$ cat config.mk
export PLATFORM = sky130hd
export DESIGN_NAME = row_run_start_end_encoder
export DESIGN_NICKNAME = d
export VERILOG_FILES = /design/src/rtl/core/rrse_pkg.sv /design/src/rtl/core/row_run_start_end_encoder.sv /design/src/rtl/core/rrse_queue.sv /design/src/rtl/core/rrse_front.sv /design/src/rtl/core/rrse_back.sv
export VERILOG_INCLUDE_DIRS = /design/src /design/src/rtl/core
export SDC_FILE = /design/constraint.sdc
export NUM_CORES = 1
export LEC_CHECK = 0
export BUFFER_PORTS_ARGS = -buffer_cell sky130_fd_sc_hd__buf_2
export CORE_MARGIN = 10
export CORE_UTILIZATION = 35
export DETAILED_ROUTE_END_ITERATION = 8
export REMOVE_ABC_BUFFERS = 1
export SYNTH_ARGS = -nofsm -noshare
export SYNTH_HDL_FRONTEND = slang
export SYNTH_SLANG_ARGS = --single-unit
$ cat constraint.sdc
create_clock -name i_clk -period 7 [get_ports i_clk]
set_input_delay 0.35 -clock i_clk [delete_from_list [all_inputs] [get_ports i_clk]]
set_output_delay 0.35 -clock i_clk [all_outputs]
set_load 0.005 [all_outputs]
$ cat src/rtl/core/row_run_start_end_encoder_defines.svh
// Assertion helpers shared by the encoder RTL.
`ifndef ROW_RUN_START_END_ENCODER_DEFINES_SVH
`define ROW_RUN_START_END_ENCODER_DEFINES_SVH

// Same-cycle implication, disabled while reset is low.
`define RRSE_ASSERT_NOW(lbl, clk, rst_n, ante, cons) \
    lbl: assert property (@(posedge clk) disable iff (!rst_n) (ante) |-> (cons)) \
        else $error("rrse same-cycle check failed");

// Next-cycle implication, disabled while reset is low.
`define RRSE_ASSERT_NEXT(lbl, clk, rst_n, ante, cons) \
    lbl: assert property (@(posedge clk) disable iff (!rst_n) (ante) |=> (cons)) \
        else $error("rrse next-cycle check failed");

`endif

$ cat src/rtl/core/rrse_pkg.sv
package rrse_pkg;

    // Configuration register layout
    localparam int CFG_W = 13;
    localparam logic [CFG_W-1:0] WIDTH_RESET  = 13'd640;
    localparam logic [CFG_W-1:0] HEIGHT_RESET = 13'd480;

    typedef enum logic {
        REG_IMAGE_WIDTH  = 1'b0,
        REG_IMAGE_HEIGHT = 1'b1
    } t_reg_idx;

    // Output record
    localparam int VALUE_W = 14;
    localparam logic [VALUE_W-1:0] VALUE_BREAK = 14'h3FFF;

    typedef enum logic [2:0] {
        KIND_WIDTH  = 3'd0,
        KIND_HEIGHT = 3'd1,
        KIND_START  = 3'd2,
        KIND_END    = 3'd3,
        KIND_BREAK  = 3'd4
    } t_kind;

    // Records owed by one pixel, in emission order (MSB first)
    typedef struct packed {
        logic hdr_w;     // width header
        logic hdr_h;     // height header
        logic start;     // run start at col
        logic end_prev;  // run end at col-1
        logic end_last;  // run closed at last column
        logic brk;       // row break
    } t_flags;

    localparam int FLAGS_W = $bits(t_flags);

    // Request queue between front and back
    localparam int QUEUE_DEPTH = 4;
    localparam int QPTR_W      = $clog2(QUEUE_DEPTH);
    localparam int QCNT_W      = $clog2(QUEUE_DEPTH + 1);

    typedef struct packed {
        logic full;
        logic empty;
    } t_q_status;

endpackage

$ cat src/rtl/core/row_run_start_end_encoder.sv
// Path: an accepted pixel that owes records is written into the request queue; its
//   first record then moves to the output register, which the receiver takes when it does not stall.
// Throughput: one pixel per cycle while each pixel owes at most one record and the
//   receiver does not stall; a pixel owing more records holds the back end until all
//   are sent, one per unstalled cycle, and a 4-entry request queue absorbs the bursts.
// Reset (synchronous, active low): counters, run flag, queue and output valid cleared;
//   image_width = 640, image_height = 480.

module row_run_start_end_encoder #(
    parameter int MAX_WIDTH  = 4096,
    parameter int MAX_HEIGHT = 4096
) (
    input  logic                                 i_clk,
    input  logic                                 i_rst_n,
    // pixel channel
    input  logic                                 i_pixel_valid,
    output logic                                 o_pixel_stall,
    input  logic [7:0]                           i_pixel,
    // record channel
    output logic                                 o_record_valid,
    input  logic                                 i_record_stall,
    output logic [2:0]                           o_record_kind,
    output logic signed [rrse_pkg::VALUE_W-1:0]  o_value,
    output logic                                 o_last,
    // APB-style configuration port
    input  logic                                 psel,
    input  logic                                 penable,
    input  logic                                 pwrite,
    input  logic [2:0]                           paddr,
    input  logic [31:0]                          pwdata,
    output logic [31:0]                          prdata,
    output logic                                 pready
);

    // column/row counters hold values up to the max size minus one;
    // the effective sizes need one more code for the max itself
    localparam int WB = $clog2(MAX_WIDTH + 1);
    localparam int HB = $clog2(MAX_HEIGHT + 1);
    localparam int DW = rrse_pkg::FLAGS_W + WB;

    logic [rrse_pkg::CFG_W-1:0] r_image_width, r_image_height;
    logic [31:0]                w_ext, h_ext;
    logic [WB-1:0]              eff_w;
    logic [HB-1:0]              eff_h;
    logic                       cfg_wr;

    // ---------------- configuration registers ----------------
    assign pready = 1'b1;
    assign cfg_wr = psel && penable && pwrite && pready;

    always_ff @(posedge i_clk) begin
        if (!i_rst_n) begin
            r_image_width  <= rrse_pkg::WIDTH_RESET;
            r_image_height <= rrse_pkg::HEIGHT_RESET;
        end else if (cfg_wr) begin
            case (paddr[2])
                rrse_pkg::REG_IMAGE_WIDTH: begin
                    r_image_width <= pwdata[rrse_pkg::CFG_W-1:0];
                end
                rrse_pkg::REG_IMAGE_HEIGHT: begin
                    r_image_height <= pwdata[rrse_pkg::CFG_W-1:0];
                end
                default: begin
                end
            endcase
        end
    end

    always_comb begin
        case (paddr[2])
            rrse_pkg::REG_IMAGE_WIDTH:  prdata = 32'(r_image_width);
            rrse_pkg::REG_IMAGE_HEIGHT: prdata = 32'(r_image_height);
            default:                    prdata = '0;
        endcase
    end

    // Effective sizes: zero acts as one, oversize clamps to the max.
    // These also feed the header records.
    assign w_ext = 32'(r_image_width);
    assign h_ext = 32'(r_image_height);

    always_comb begin
        if (w_ext == 32'd0) begin
            eff_w = WB'(1);
        end else if (w_ext > 32'(MAX_WIDTH)) begin
            eff_w = WB'(MAX_WIDTH);
        end else begin
            eff_w = WB'(w_ext);
        end
        if (h_ext == 32'd0) begin
            eff_h = HB'(1);
        end else if (h_ext > 32'(MAX_HEIGHT)) begin
            eff_h = HB'(MAX_HEIGHT);
        end else begin
            eff_h = HB'(h_ext);
        end
    end

    // ---------------- front: accept and classify ----------------
    logic                 push, pop;
    rrse_pkg::t_flags     push_flags, head_flags;
    logic [WB-1:0]        push_col, head_col;
    logic [DW-1:0]        q_wdata, q_rdata;
    rrse_pkg::t_q_status  q_status;

    rrse_front #(
        .WB (WB),
        .HB (HB)
    ) u_front (
        .i_clk         (i_clk),
        .i_rst_n       (i_rst_n),
        .i_pixel_valid (i_pixel_valid),
        .i_pixel       (i_pixel),
        .o_pixel_stall (o_pixel_stall),
        .i_eff_w       (eff_w),
        .i_eff_h       (eff_h),
        .i_q_full      (q_status.full),
        .o_push        (push),
        .o_flags       (push_flags),
        .o_col         (push_col)
    );

    // ---------------- request queue ----------------
    // one entry per pixel that owes records: flags plus column
    assign q_wdata = {push_flags, push_col};

    rrse_queue #(
        .WIDTH (DW)
    ) u_queue (
        .i_clk    (i_clk),
        .i_rst_n  (i_rst_n),
        .i_push   (push),
        .i_data   (q_wdata),
        .i_pop    (pop),
        .o_data   (q_rdata),
        .o_status (q_status)
    );

    assign head_flags = q_rdata[DW-1:WB];
    assign head_col   = q_rdata[WB-1:0];

    // ---------------- back: record sequencer + output register ----------------
    rrse_back #(
        .WB (WB),
        .HB (HB)
    ) u_back (
        .i_clk          (i_clk),
        .i_rst_n        (i_rst_n),
        .i_q_status     (q_status),
        .i_flags        (head_flags),
        .i_col          (head_col),
        .i_eff_w        (eff_w),
        .i_eff_h        (eff_h),
        .o_pop          (pop),
        .o_record_valid (o_record_valid),
        .i_record_stall (i_record_stall),
        .o_record_kind  (o_record_kind),
        .o_value        (o_value),
        .o_last         (o_last)
    );

endmodule

$ cat src/rtl/core/rrse_queue.sv
`include "row_run_start_end_encoder_defines.svh"

module rrse_queue #(
    parameter int WIDTH = 8
) (
    input  logic                  i_clk,
    input  logic                  i_rst_n,
    input  logic                  i_push,
    input  logic [WIDTH-1:0]      i_data,
    input  logic                  i_pop,
    output logic [WIDTH-1:0]      o_data,
    output rrse_pkg::t_q_status   o_status
);

    logic [WIDTH-1:0]                r_mem [rrse_pkg::QUEUE_DEPTH];
    logic [rrse_pkg::QPTR_W-1:0]     r_wr_ptr, r_rd_ptr;
    logic [rrse_pkg::QCNT_W-1:0]     r_count, n_count;

    always_comb begin
        n_count = r_count;
        if (i_push && !i_pop) begin
            n_count = r_count + 1'b1;
        end else if (!i_push && i_pop) begin
            n_count = r_count - 1'b1;
        end
    end

    always_ff @(posedge i_clk) begin
        if (!i_rst_n) begin
            r_wr_ptr <= '0;
            r_rd_ptr <= '0;
            r_count  <= '0;
        end else begin
            if (i_push) begin
                r_wr_ptr <= r_wr_ptr + 1'b1;
            end
            if (i_pop) begin
                r_rd_ptr <= r_rd_ptr + 1'b1;
            end
            r_count <= n_count;
        end
    end

    always_ff @(posedge i_clk) begin
        if (i_push) begin
            r_mem[r_wr_ptr] <= i_data;
        end
    end

    assign o_data         = r_mem[r_rd_ptr];
    assign o_status.full  = (r_count == rrse_pkg::QCNT_W'(rrse_pkg::QUEUE_DEPTH));
    assign o_status.empty = (r_count == '0);

    `RRSE_ASSERT_NOW(a_q_no_push_full, i_clk, i_rst_n, o_status.full, !i_push)
    `RRSE_ASSERT_NOW(a_q_no_pop_empty, i_clk, i_rst_n, i_pop, r_count != '0)

endmodule

$ cat src/rtl/core/rrse_front.sv
`include "row_run_start_end_encoder_defines.svh"

module rrse_front #(
    parameter int WB = 13,
    parameter int HB = 13
) (
    input  logic                i_clk,
    input  logic                i_rst_n,
    input  logic                i_pixel_valid,
    input  logic [7:0]          i_pixel,
    output logic                o_pixel_stall,
    input  logic [WB-1:0]       i_eff_w,
    input  logic [HB-1:0]       i_eff_h,
    input  logic                i_q_full,
    output logic                o_push,
    output rrse_pkg::t_flags    o_flags,
    output logic [WB-1:0]       o_col
);

    logic [WB-1:0] r_col, n_col;
    logic [HB-1:0] r_row, n_row;
    logic          r_in_run, n_in_run;
    logic          accept, fg, row_end, img_end;

    assign o_pixel_stall = i_q_full;
    assign accept        = i_pixel_valid && !i_q_full;
    assign fg            = (i_pixel != 8'd0);
    assign row_end       = (r_col >= i_eff_w - WB'(1));
    assign img_end       = (r_row >= i_eff_h - HB'(1));

    always_comb begin
        o_flags.hdr_w    = (r_col == '0) && (r_row == '0);
        o_flags.hdr_h    = o_flags.hdr_w;
        o_flags.start    = fg && !r_in_run;
        o_flags.end_prev = !fg && r_in_run;
        o_flags.end_last = row_end && fg;
        o_flags.brk      = row_end;

        n_in_run = fg && !row_end;
        n_col    = row_end ? '0 : r_col + 1'b1;
        n_row    = r_row;
        if (row_end) begin
            n_row = img_end ? '0 : r_row + 1'b1;
        end
    end

    assign o_col  = r_col;
    // quiet pixels carry no records and skip the queue
    assign o_push = accept && (o_flags != '0);

    always_ff @(posedge i_clk) begin
        if (!i_rst_n) begin
            r_col    <= '0;
            r_row    <= '0;
            r_in_run <= 1'b0;
        end else if (accept) begin
            r_col    <= n_col;
            r_row    <= n_row;
            r_in_run <= n_in_run;
        end
    end

    `RRSE_ASSERT_NEXT(a_fr_run_closed, i_clk, i_rst_n, accept && row_end, !r_in_run && r_col == '0)

endmodule

$ cat src/rtl/core/rrse_back.sv
`include "row_run_start_end_encoder_defines.svh"

module rrse_back #(
    parameter int WB = 13,
    parameter int HB = 13
) (
    input  logic                          i_clk,
    input  logic                          i_rst_n,
    input  rrse_pkg::t_q_status           i_q_status,
    input  rrse_pkg::t_flags              i_flags,
    input  logic [WB-1:0]                 i_col,
    input  logic [WB-1:0]                 i_eff_w,
    input  logic [HB-1:0]                 i_eff_h,
    output logic                          o_pop,
    output logic                          o_record_valid,
    input  logic                          i_record_stall,
    output logic [2:0]                    o_record_kind,
    output logic signed [rrse_pkg::VALUE_W-1:0] o_value,
    output logic                          o_last
);

    rrse_pkg::t_flags               r_done, pend, sel, rest;
    logic                           r_valid, load;
    rrse_pkg::t_kind                sel_kind;
    logic [rrse_pkg::VALUE_W-1:0]   sel_value;
    logic [2:0]                     r_kind;
    logic [rrse_pkg::VALUE_W-1:0]   r_value;
    logic                           r_last;

    assign pend = i_flags & ~r_done;

    // lowest pending record in emission order
    always_comb begin
        sel       = '0;
        sel_kind  = rrse_pkg::KIND_BREAK;
        sel_value = rrse_pkg::VALUE_BREAK;
        if (pend.hdr_w) begin
            sel.hdr_w = 1'b1;
            sel_kind  = rrse_pkg::KIND_WIDTH;
            sel_value = rrse_pkg::VALUE_W'(i_eff_w);
        end else if (pend.hdr_h) begin
            sel.hdr_h = 1'b1;
            sel_kind  = rrse_pkg::KIND_HEIGHT;
            sel_value = rrse_pkg::VALUE_W'(i_eff_h);
        end else if (pend.start) begin
            sel.start = 1'b1;
            sel_kind  = rrse_pkg::KIND_START;
            sel_value = rrse_pkg::VALUE_W'(i_col);
        end else if (pend.end_prev) begin
            sel.end_prev = 1'b1;
            sel_kind     = rrse_pkg::KIND_END;
            sel_value    = rrse_pkg::VALUE_W'(i_col - WB'(1));
        end else if (pend.end_last) begin
            sel.end_last = 1'b1;
            sel_kind     = rrse_pkg::KIND_END;
            sel_value    = rrse_pkg::VALUE_W'(i_col);
        end else begin
            sel.brk = 1'b1;
        end
        rest = pend & ~sel;
    end

    assign load  = !i_q_status.empty && (!r_valid || !i_record_stall);
    assign o_pop = load && (rest == '0);

    always_ff @(posedge i_clk) begin
        if (!i_rst_n) begin
            r_valid <= 1'b0;
            r_done  <= '0;
        end else begin
            if (load) begin
                r_valid <= 1'b1;
            end else if (!i_record_stall) begin
                r_valid <= 1'b0;
            end
            if (o_pop) begin
                r_done <= '0;
            end else if (load) begin
                r_done <= r_done | sel;
            end
        end
    end

    always_ff @(posedge i_clk) begin
        if (load) begin
            r_kind  <= sel_kind;
            r_value <= sel_value;
            r_last  <= (rest == '0);
        end
    end

    assign o_record_valid = r_valid;
    assign o_record_kind  = r_kind;
    assign o_value        = signed'(r_value);
    assign o_last         = r_last;

    `RRSE_ASSERT_NEXT(a_bk_pop_is_last, i_clk, i_rst_n, o_pop, r_valid && r_last)
    `RRSE_ASSERT_NOW(a_bk_done_subset, i_clk, i_rst_n, !i_q_status.empty, (r_done & ~i_flags) == '0)

endmodule

==> results_dict.tcl, run 1 <==
set metrics [dict create \
    critPathSlowestCell "or4_1" \
    crit_arrival_ns 5.67 \
    synth_cell_types 74 \
    dr.pass1.iters 5 \
    drc 0 \
    portBuffers 61 \
    avgSynthCellArea_um2 10.27 \
    wire_per_inst_um 17.27 \
    path_max_fanout 7 \
    synth_ff_type "edfxtp_1" \
    ys_seq_area_frac 0.4761 \
    h-tree-depth 4 \
    io_pins 103 \
    period_needed_ns 5.312 \
    synth_edf_count 90 \
    finalHoldViolations 0 \
    power_density_mw_per_mm2 331.7 \
    setup_tns_ns 0 \
    cts_hold_buf 0 \
    grt_setup_unrepaired "no" \
    setup_violations 0 \
    post_cts_buffers 0 \
    slowest_delay_ns 0.53 \
    grt_pass1_vias 6006 \
    hpwl_um 14860 \
    crit_type "reg -> reg" \
    relSlewSlack 0.3317 \
    start_kind "register" \
    grt_max_degree 46 \
    core_area_mm2 0.02425 \
    synthesis.area_mm2 0.008577 \
    yosysTopAreaCellShare 0.3151 \
    grt_usage 0.1343 \
    path_cells "or3_1, or4_1, nor2_1, o21bai_1, ha_1, o21ai_2, mux2i_1, or3_1, ha_1, nand2_1, nor2_1, o211ai_1, o21ai_1, o31a_1, ha_1, inv_1, fa_1, xor2_1, or3_1, a21boi_0" \
    rows 57 \
    grt_pass1_wl_um 33160 \
    place.gp.congestion 0.8526 \
    clock_latency_ns 0.43 \
    cts.sinks 159 \
    antenna_found_initial 0 \
    drt-total-wl_um 21000 \
    fin_nets 970 \
    vias 6333 \
    yosysTopAreaCell "edfxtp_1" \
    die_w_um 176.5 \
    clock_path_buffers 2 \
    fmax_mhz 188.3 \
    detail-route-antenna-nets 0 \
    fin_crit_sh 0.7588 \
    diodes 0 \
    whs_ns 0.1499 \
    end_kind "register" \
    ys_ff_latch 159 \
    initialDrtViolationCount 464 \
    dieArea_mm2 0.03117 \
    maxCapViolCount 0 \
    drive_gt1_frac 0.1614 \
    p_leak_nw 3.592 \
    report.final.slew_viol_count 0 \
    async_flop_share 0 \
    clkSlewWorstSetupHoldPaths_ns 0.07 \
    cts_resized 0 \
    vdd_ir_drop_max_mv 0.1944 \
    initial_core_util 0.3537 \
    ctsRootBufferMaster "clkbuf_16" \
    hold_path.class "in -> reg" \
    synthToLayoutAreaGrowth_pct 12.92 \
    overflow 0 \
    die_h_um 176.5 \
    syn_inst 835 \
    via_per_inst 5.208 \
    critical_path_required_ns 7.36 \
    synthTopCellsByArea "edfxtp_1, dfxtp_1, ha_1, mux4_2, nand2_1" \
    tightest_slew_ns 0.9987 \
    yosysWarnings 0 \
    status "complete, no violations" \
    cts_tree "built" \
    numCtsBuffers 17 \
    finalClockSkew_ns 0.01004 \
]
==> cell usage in the layout, fill, tap and decap left out, types with 13 or more instances in the layout <==
cell,instances
ha_1,40
inv_1,35
clkbuf_16,18
conb_1,20
buf_2,61
mux4_2,17
mux2_2,16
and2_1,13
o21ai_0,26
nand3_1,37
nor2_1,77
a21boi_0,25
edfxtp_1,90
a21oi_1,26
dfxtp_1,69
nand2_1,89
==> layout make-up <==
cell class	instances	area, µm²
multi-input cells	598	4115
inverters	35	131.4
flip-flops and latches	159	4084
well taps	324	405.4
fillers	2363	14560
clock inverters	11	120.1
clock buffers	21	471.7
repair buffers	68	357.8
==> final timing paths <==
| check | from | to | slack, ns | cells past startpoint |
|---|---|---|---|---|
| worst max-delay path | r_image_width[2] | u_queue.r_count[2] | 1.69 | 20 |
| worst min-delay path | pwdata[6] | r_image_height[6] | 0.15 | 3 |
| worst max register to register | r_image_width[2] | u_queue.r_count[2] | 1.69 | 20 |
| worst min register to register | u_queue.r_rd_ptr[1] | u_queue.r_rd_ptr[1] | 0.47 | 2 |
==> layer usage <==
metal,part of all wire,global-route usage
met5,0,0
met4,0.018,0.04588
met3,0.058,0.03631
met2,0.46,0.2105
met1,0.46,0.1752
==> cells by family after synthesis <==
| family | Yosys count | share of synthesized area |
|---|---|---|
| and+or+nand+nor | 315 | 0.1812 |
| DFF | 159 | 0.4761 |
| adders and majority gates | 42 | 0.06185 |
| xor gates and xnor gates | 22 | 0.02246 |
| AOI/OAI and AO/OA | 155 | 0.1243 |
| other | 2 | 0.0008756 |
| buffers and inverters | 96 | 0.05266 |
| muxes | 44 | 0.08053 |
==> per-stage QoR <==
step / std cells / power [mW] / setup slack [ns] / instance area (µm²) / utilization
floorplan: 792 / 1.962 / 1.717 / 8324 / -
global placement: 1184 / 2.291 / 1.752 / 9094 / 0.3750
detailed placement: 1184 / 2.306 / 1.689 / 9094 / 0.3750
CTS: 1216 / 3.234 / 1.685 / 9686 / 0.3994
global route: 1216 / 3.403 / 1.312 / 9686 / 0.3994
finish: 1216 / 3.213 / 1.688 / 9686 / 0.3994
==> worst max-delay path: cells and delay by family, from the launching register on <==
kind | cells | cell delay [ns]
buffers and inverters | 1 | 0.06
DFF | 1 | 0.37
AOI/OAI and AO/OA | 6 | 1.18
xor gates and xnor gates | 1 | 0.18
muxes | 1 | 0.11
and+or+nand+nor | 7 | 2.11
adders and majority gates | 4 | 1.22
==> flip-flops by register name, summed over array words and instances, names as in the netlist, 2 cells and up, named ones only <==
| signal | cells |
|---|---|
| u_back.o_record_kind | 3 |
| u_queue.r_count | 3 |
| u_front.r_row | 13 |
| u_back.r_done | 6 |
| r_image_width | 13 |
| r_image_height | 13 |
| u_front.o_col | 13 |
| u_queue.r_mem | 72 |
| u_back.o_value | 14 |
| u_queue.r_rd_ptr | 2 |
| u_queue.r_wr_ptr | 2 |
==> power breakdown <==
part,switching [mW],internal [mW]
Sequential,0.0905,1.20
Combinational,0.602,0.390
Clock,0.397,0.531
Total,1.09,2.12
==> synthesized netlist by cell type, types with 21 or more instances <==
master and number:
nand2_1 89, nand3_1 37, dfxtp_1 69, clkbuf_1 33, a21oi_1 26, edfxtp_1 90
nor2_1 77, o21ai_0 26, ha_1 40, buf_4 21, inv_1 35, a21boi_0 25
Note: power is estimated with default switching activity, not from simulation.
==> run 2: changes to the inputs <==
- clock period: 7 -> 5 ns (I/O delays scaled with it)
==> run 2 against run 1 <==
Hold slack worse by 0.11 ns. Total power up 41%. Sequential power up 40%. Utilization up 0.83 points. Non-clock buffer count up 22. Clock power up 44%. Sequential share of layout area down 0.86 points. Largest cell class unchanged.
==> results_dict.tcl, run 2 (synthesis gave the netlist of run 1 again) <==
set metrics [dict create \
    relSlewSlack 0.2597 \
    fin_nets 992 \
    crit_top_cell "or3_1" \
    core_area_mm2 0.02425 \
    critPathSlowestCell "or4_4" \
    clock_path_buffers 2 \
    critical_path_depth 20 \
    cp_top_family "simple AND/OR/NAND/NOR gates" \
    clock_latency_ns 0.43 \
    hpwl_um 15450 \
    initial_core_util 0.3537 \
    clkSlewWorstSetupHoldPaths_ns 0.07 \
    fin_area_mm2 0.009887 \
    crit_path_end "u_queue.r_count[2]" \
    vdd_ir_drop_max_mv 0.2533 \
    report.final.slew_viol_count 0 \
    path_max_fanout 6 \
    cp_num_buf_inv 1 \
    antenna_found_initial 0 \
    detail-route-antenna-nets 0 \
    drive_gt1_frac 0.1871 \
    cts_tree "built" \
    overflow 0 \
    grt_pass1_wl_um 33700 \
    top_register "u_queue.r_mem" \
    post_dp_cell_area_mm2 0.009244 \
    hold_path.class "in -> reg" \
    layoutNonFillerInstCount 1238 \
    setup_tns_ns 0 \
    layout_common_cells "edfxtp_1, nand2_1, nor2_1" \
    io_pins 103 \
    diodes 0 \
    reg2regPathDepth 20 \
    die_w_um 176.5 \
    die_h_um 176.5 \
    status "complete, no violations" \
    rows 57 \
    power_mw 4.535 \
    vias 6393 \
    maxCapViolCount 0 \
    r2r_slack_ns 0.26 \
    r2r_start "r_image_width[2]" \
    path_cells "or3_1, or4_4, nor2_1, o21bai_1, ha_2, o21ai_2, mux2i_1, or3_1, ha_1, nand2_1, nor2_1, o211ai_1, o21ai_2, o31a_1, ha_1, inv_1, fa_1, xor2_1, or3_1, a21boi_0" \
    p_leak_nw 3.715 \
    r2r-end "u_queue.r_count[2]" \
    start_kind "register" \
    initialDrtViolationCount 473 \
    dieArea_mm2 0.03117 \
    place.gp.congestion 0.9015 \
    tightest_slew_ns 1.102 \
    portBuffers 61 \
    via_per_inst 5.164 \
    postLayoutCoreUtil 0.4077 \
    wire_per_inst_um 17.52 \
    dp_cells 1204 \
    ctsRootBufferMaster "clkbuf_16" \
    layout_commonest_cell "edfxtp_1" \
    setup_violations 0 \
    finalClockSkew_ns 0.008986 \
    grt_pass1_vias 6020 \
    fin_crit_sh 0.9472 \
    pre_cts_slack_ns -0.001643 \
    synthToLayoutAreaGrowth_pct 15.27 \
    crit_type "reg -> reg" \
    crit_start "r_image_width[2]" \
    end_kind "register" \
    dr.pass1.iters 5 \
    setup_ws_ns 0.2639 \
    fmax_mhz 211.1 \
    period_needed_ns 4.736 \
    drc 0 \
    power_density_mw_per_mm2 458.7 \
    slowest_delay_ns 0.49 \
    largest_reg_flops 72 \
    numCtsBuffers 17 \
    grt_max_degree 46 \
    critical_path_required_ns 5.36 \
    grt_usage 0.1368 \
    drt-total-wl_um 21690 \
    crit_arrival_ns 5.10 \
    whs_ns 0.04335 \
    finalHoldViolations 0 \
    grt_setup_unrepaired "no" \
    h-tree-depth 4 \
    cts.sinks 159 \
]
==> run 2: cell types whose count changed in the layout (fill, tap and decap cells not counted), sizes merged <==
| cell | previous run | this run |
|---|---|---|
| buf | 68 | 90 |
| clkbuf | 21 | 20 |
| inv | 40 | 41 |
==> run 2: repair_timing <==
item,4_1_cts,5_1_grt
pin swaps,1,1
hold buffers,0,0
gates resized for setup,0,3
setup buffers,2,0
setup endpoints to repair,1,74
==> run 2: final cells by class <==
cell class              instances  area, µm²
flip-flops and latches        159       4084
repair buffers                 90      523.0
multi-input cells             598       4125
clock buffers                  20      479.2
fillers                      2331      14360
well taps                     324      405.4
clock inverters                12      138.9
inverters                      35      131.4
==> run 2: worst min path at each step <==
stage,startpoint,endpoint,slack [ns],cells after the start
after floorplan,i_rst_n,r_image_height[5],0.32,1
after global placement,u_back.r_done[1],u_back.r_done[1],0.46,2
after detailed placement,u_back.r_done[2],u_back.r_done[2],0.46,2
after CTS,pwdata[6],r_image_height[6],0.03,3
after global routing,pwdata[7],r_image_height[7],0.07,3
final,pwdata[6],r_image_height[6],0.04,3
==> run 2: worst register-to-register path, delay by kind of cell (launching register included) <==
family          cells  cell delay [ns]
simple gates        7             1.92
fa+ha+maj           4             1.14
xor+xnor            1             0.17
mux                 1             0.11
flops               1             0.31
buf+inv             1             0.06
compound gates      6             0.95
==> run 2: per-layer routing <==
layer  global-route usage  up-vias  share of wire
met3              0.03012       27          0.058
met4              0.04799        0          0.016
met2               0.2173      174           0.47
met5                    0        -              0
met1               0.1799     3047           0.46
li1                     -     3145              -
==> run 2: where the power goes <==
| part | total [mW] | switching, mW | internal (mW) | leakage [nW] |
|---|---|---|---|---|
| sequential | 1.80 | 0.119 | 1.68 | 1.38 |
| clock | 1.34 | 0.571 | 0.765 | 0.297 |
| combinational | 1.40 | 0.842 | 0.553 | 2.04 |
==> run 3: changes to the inputs <==
==> constraint.sdc (replaced) <==
create_clock -name i_clk -period 5 [get_ports i_clk]
set_input_delay 0.5 -clock i_clk [delete_from_list [all_inputs] [get_ports i_clk]]
set_output_delay 0.5 -clock i_clk [all_outputs]
set_load 0.005 [all_outputs]
==> run 3 against run 2 <==
Total power decreased by 1.9%. Critical endpoint unchanged. Sequential cell count is the same. Routed wire length down 0.49%. Non-clock buffer count grew 2. Maximum frequency fell by 0.47%. Combinational power about the same. Die area did not move. Worst setup slack lost 0.022 ns. Critical path depth stayed put.
==> results_dict.tcl, run 3 (synthesis gave the netlist of run 1 again) <==
set metrics [dict create \
    vdd_ir_drop_max_mv 0.2507 \
    io_pins 103 \
    setup_violations 0 \
    start_kind "register" \
    power_frac_seq 0.406 \
    overflow 0 \
    via_per_inst 5.183 \
    antenna_found_initial 1 \
    slowest_delay_ns 0.47 \
    maxCapViolCount 0 \
    critical_path_required_ns 5.35 \
    hpwl_um 15460 \
    grt_usage 0.1378 \
    path_max_fanout 6 \
    detail-route-antenna-nets 0 \
    p_leak_nw 3.709 \
    tightest_slew_ns 1.141 \
    clkSlewWorstSetupHoldPaths_ns 0.07 \
    die_w_um 176.5 \
    grt_max_degree 46 \
    cts_hold_buf 0 \
    relSlewSlack 0.2333 \
    synthToLayoutAreaGrowth_pct 14.79 \
    setup_ws_ns 0.2417 \
    hold_path.class "in -> reg" \
    initial_core_util 0.3537 \
    portBuffers 61 \
    crit_arrival_ns 5.11 \
    clock_latency_ns 0.43 \
    place.gp.congestion 0.8820 \
    combPwrFrac 0.315 \
    drc 0 \
    initialDrtViolationCount 435 \
    end_kind "register" \
    status "complete, no violations" \
    clock_path_buffers 2 \
    grt_pass1_vias 6160 \
    dp_cells 1206 \
    wire_per_inst_um 17.39 \
    dieArea_mm2 0.03117 \
    period_needed_ns 4.758 \
    layoutNonFillerInstCount 1241 \
    grt_pass1_wl_um 34030 \
    power_density_mw_per_mm2 452.0 \
    finalClockSkew_ns 0.01296 \
    h-tree-depth 4 \
    internal_power_mw 2.933 \
    postLayoutCoreUtil 0.4060 \
    layout_commonest_cell "edfxtp_1" \
    fmax_mhz 210.2 \
    fin_crit_sh 0.9517 \
    report.final.slew_viol_count 0 \
    drive_gt1_frac 0.1867 \
    dr.pass1.iters 5 \
    core_area_mm2 0.02425 \
    drt-total-wl_um 21590 \
    reg2regPathDepth 20 \
    p_switching_mw 1.517 \
    grt_setup_unrepaired "no" \
    min_path_cells 3 \
    fin_nets 994 \
    finalHoldViolations 0 \
    cts_tree "built" \
    critPathSlowestCell "or4_4" \
    die_h_um 176.5 \
    vias 6432 \
    numCtsBuffers 17 \
    clkPwrFrac 0.280 \
    crit_top_cell "or3_1" \
    ctsRootBufferMaster "clkbuf_16" \
    whs_ns 0.3050 \
    pre_cts_slack_ns 0.06719 \
    path_cells "or3_1, or4_4, nor2_1, o21bai_1, ha_2, o21ai_2, mux2i_1, or3_1, ha_1, nand2_1, nor2_1, o211ai_1, o21ai_2, o31a_1, ha_1, inv_1, fa_1, xor2_1, or3_1, a21boi_0" \
    top_register "u_queue.r_mem" \
    rows 57 \
    layout_common_cells "edfxtp_1, nand2_1, nor2_1" \
    cts.sinks 159 \
    largest_reg_flops 72 \
    crit_type "reg -> reg" \
    p_sw_frac 0.3408 \
]
## run 3: cell types whose count changed in the layout (fill, tap and decap cells not counted), sizes merged
cell,before,now
diode,0,1
clkbuf,20,18
clkinvlp,2,0
buf,90,92
clkinv,3,7
## run 3: cell type report
cell class | count | area, µm²
multi-input combinational | 598 | 4125
sequential | 159 | 4084
inverter | 35 | 131.4
clock inverter | 14 | 130.1
antenna | 1 | 2.502
fill | 2353 | 14400
tap | 324 | 405.4
clock buffer | 18 | 429.2
timing repair buffer | 92 | 538.0
## run 3: path summary, 6_finish.rpt
path,end,slack [ns],start
worst max-delay path,u_queue.r_count[2],0.24,r_image_width[4]
worst max register to register,u_queue.r_count[2],0.24,r_image_width[4]
worst min-delay path,r_image_height[6],0.31,pwdata[6]
worst min register to register,u_back.o_record_valid,0.48,u_back.o_record_valid
## run 3: metal layers
metal  vias up  global-route usage  part of all wire
li1       3140                   -                 -
met5         -                   0                 0
met4         0             0.04904             0.015
met3        19             0.02670             0.053
met1      3105              0.1806              0.46
met2       168              0.2222              0.47
## run 3: per-stage QoR
stage	power [mW]	TNS [ns]	instance area, µm²
after floorplan	2.746	-0.2830	8324
after global placement	3.200	0	9259
after detailed placement	3.221	0	9259
after CTS	4.465	0	9818
after global routing	4.703	0	9843
final	4.450	0	9846
## run 3: power groups by stage
| stage | logic [mW] | registers, mW | clock network [mW] |
|---|---|---|---|
| 3_5_place_dp | 1.39 | 1.83 | 0 |
| 4_1_cts | 1.40 | 1.81 | 1.26 |
| 6_report | 1.40 | 1.81 | 1.24 |
| 5_1_grt | 1.55 | 1.83 | 1.32 |
| 2_1_floorplan | 0.907 | 1.84 | 0 |
| 3_3_place_gp | 1.37 | 1.83 | 0 |
## run 3: what timing repair did
item                                    in CTS  in global routing
resized for setup                            0                  3
buffers inserted                             0                  2
endpoints found under the setup margin       0                 73
## run 3: critical path, delay by kind of cell, from the launching register on
family / cells / cell delay [ns]
xor+xnor: 1 / 0.18
compound gates: 6 / 1.01
fa+ha+maj: 4 / 1.14
flops: 1 / 0.38
simple gates: 7 / 1.82
buf+inv: 1 / 0.06
mux: 1 / 0.11
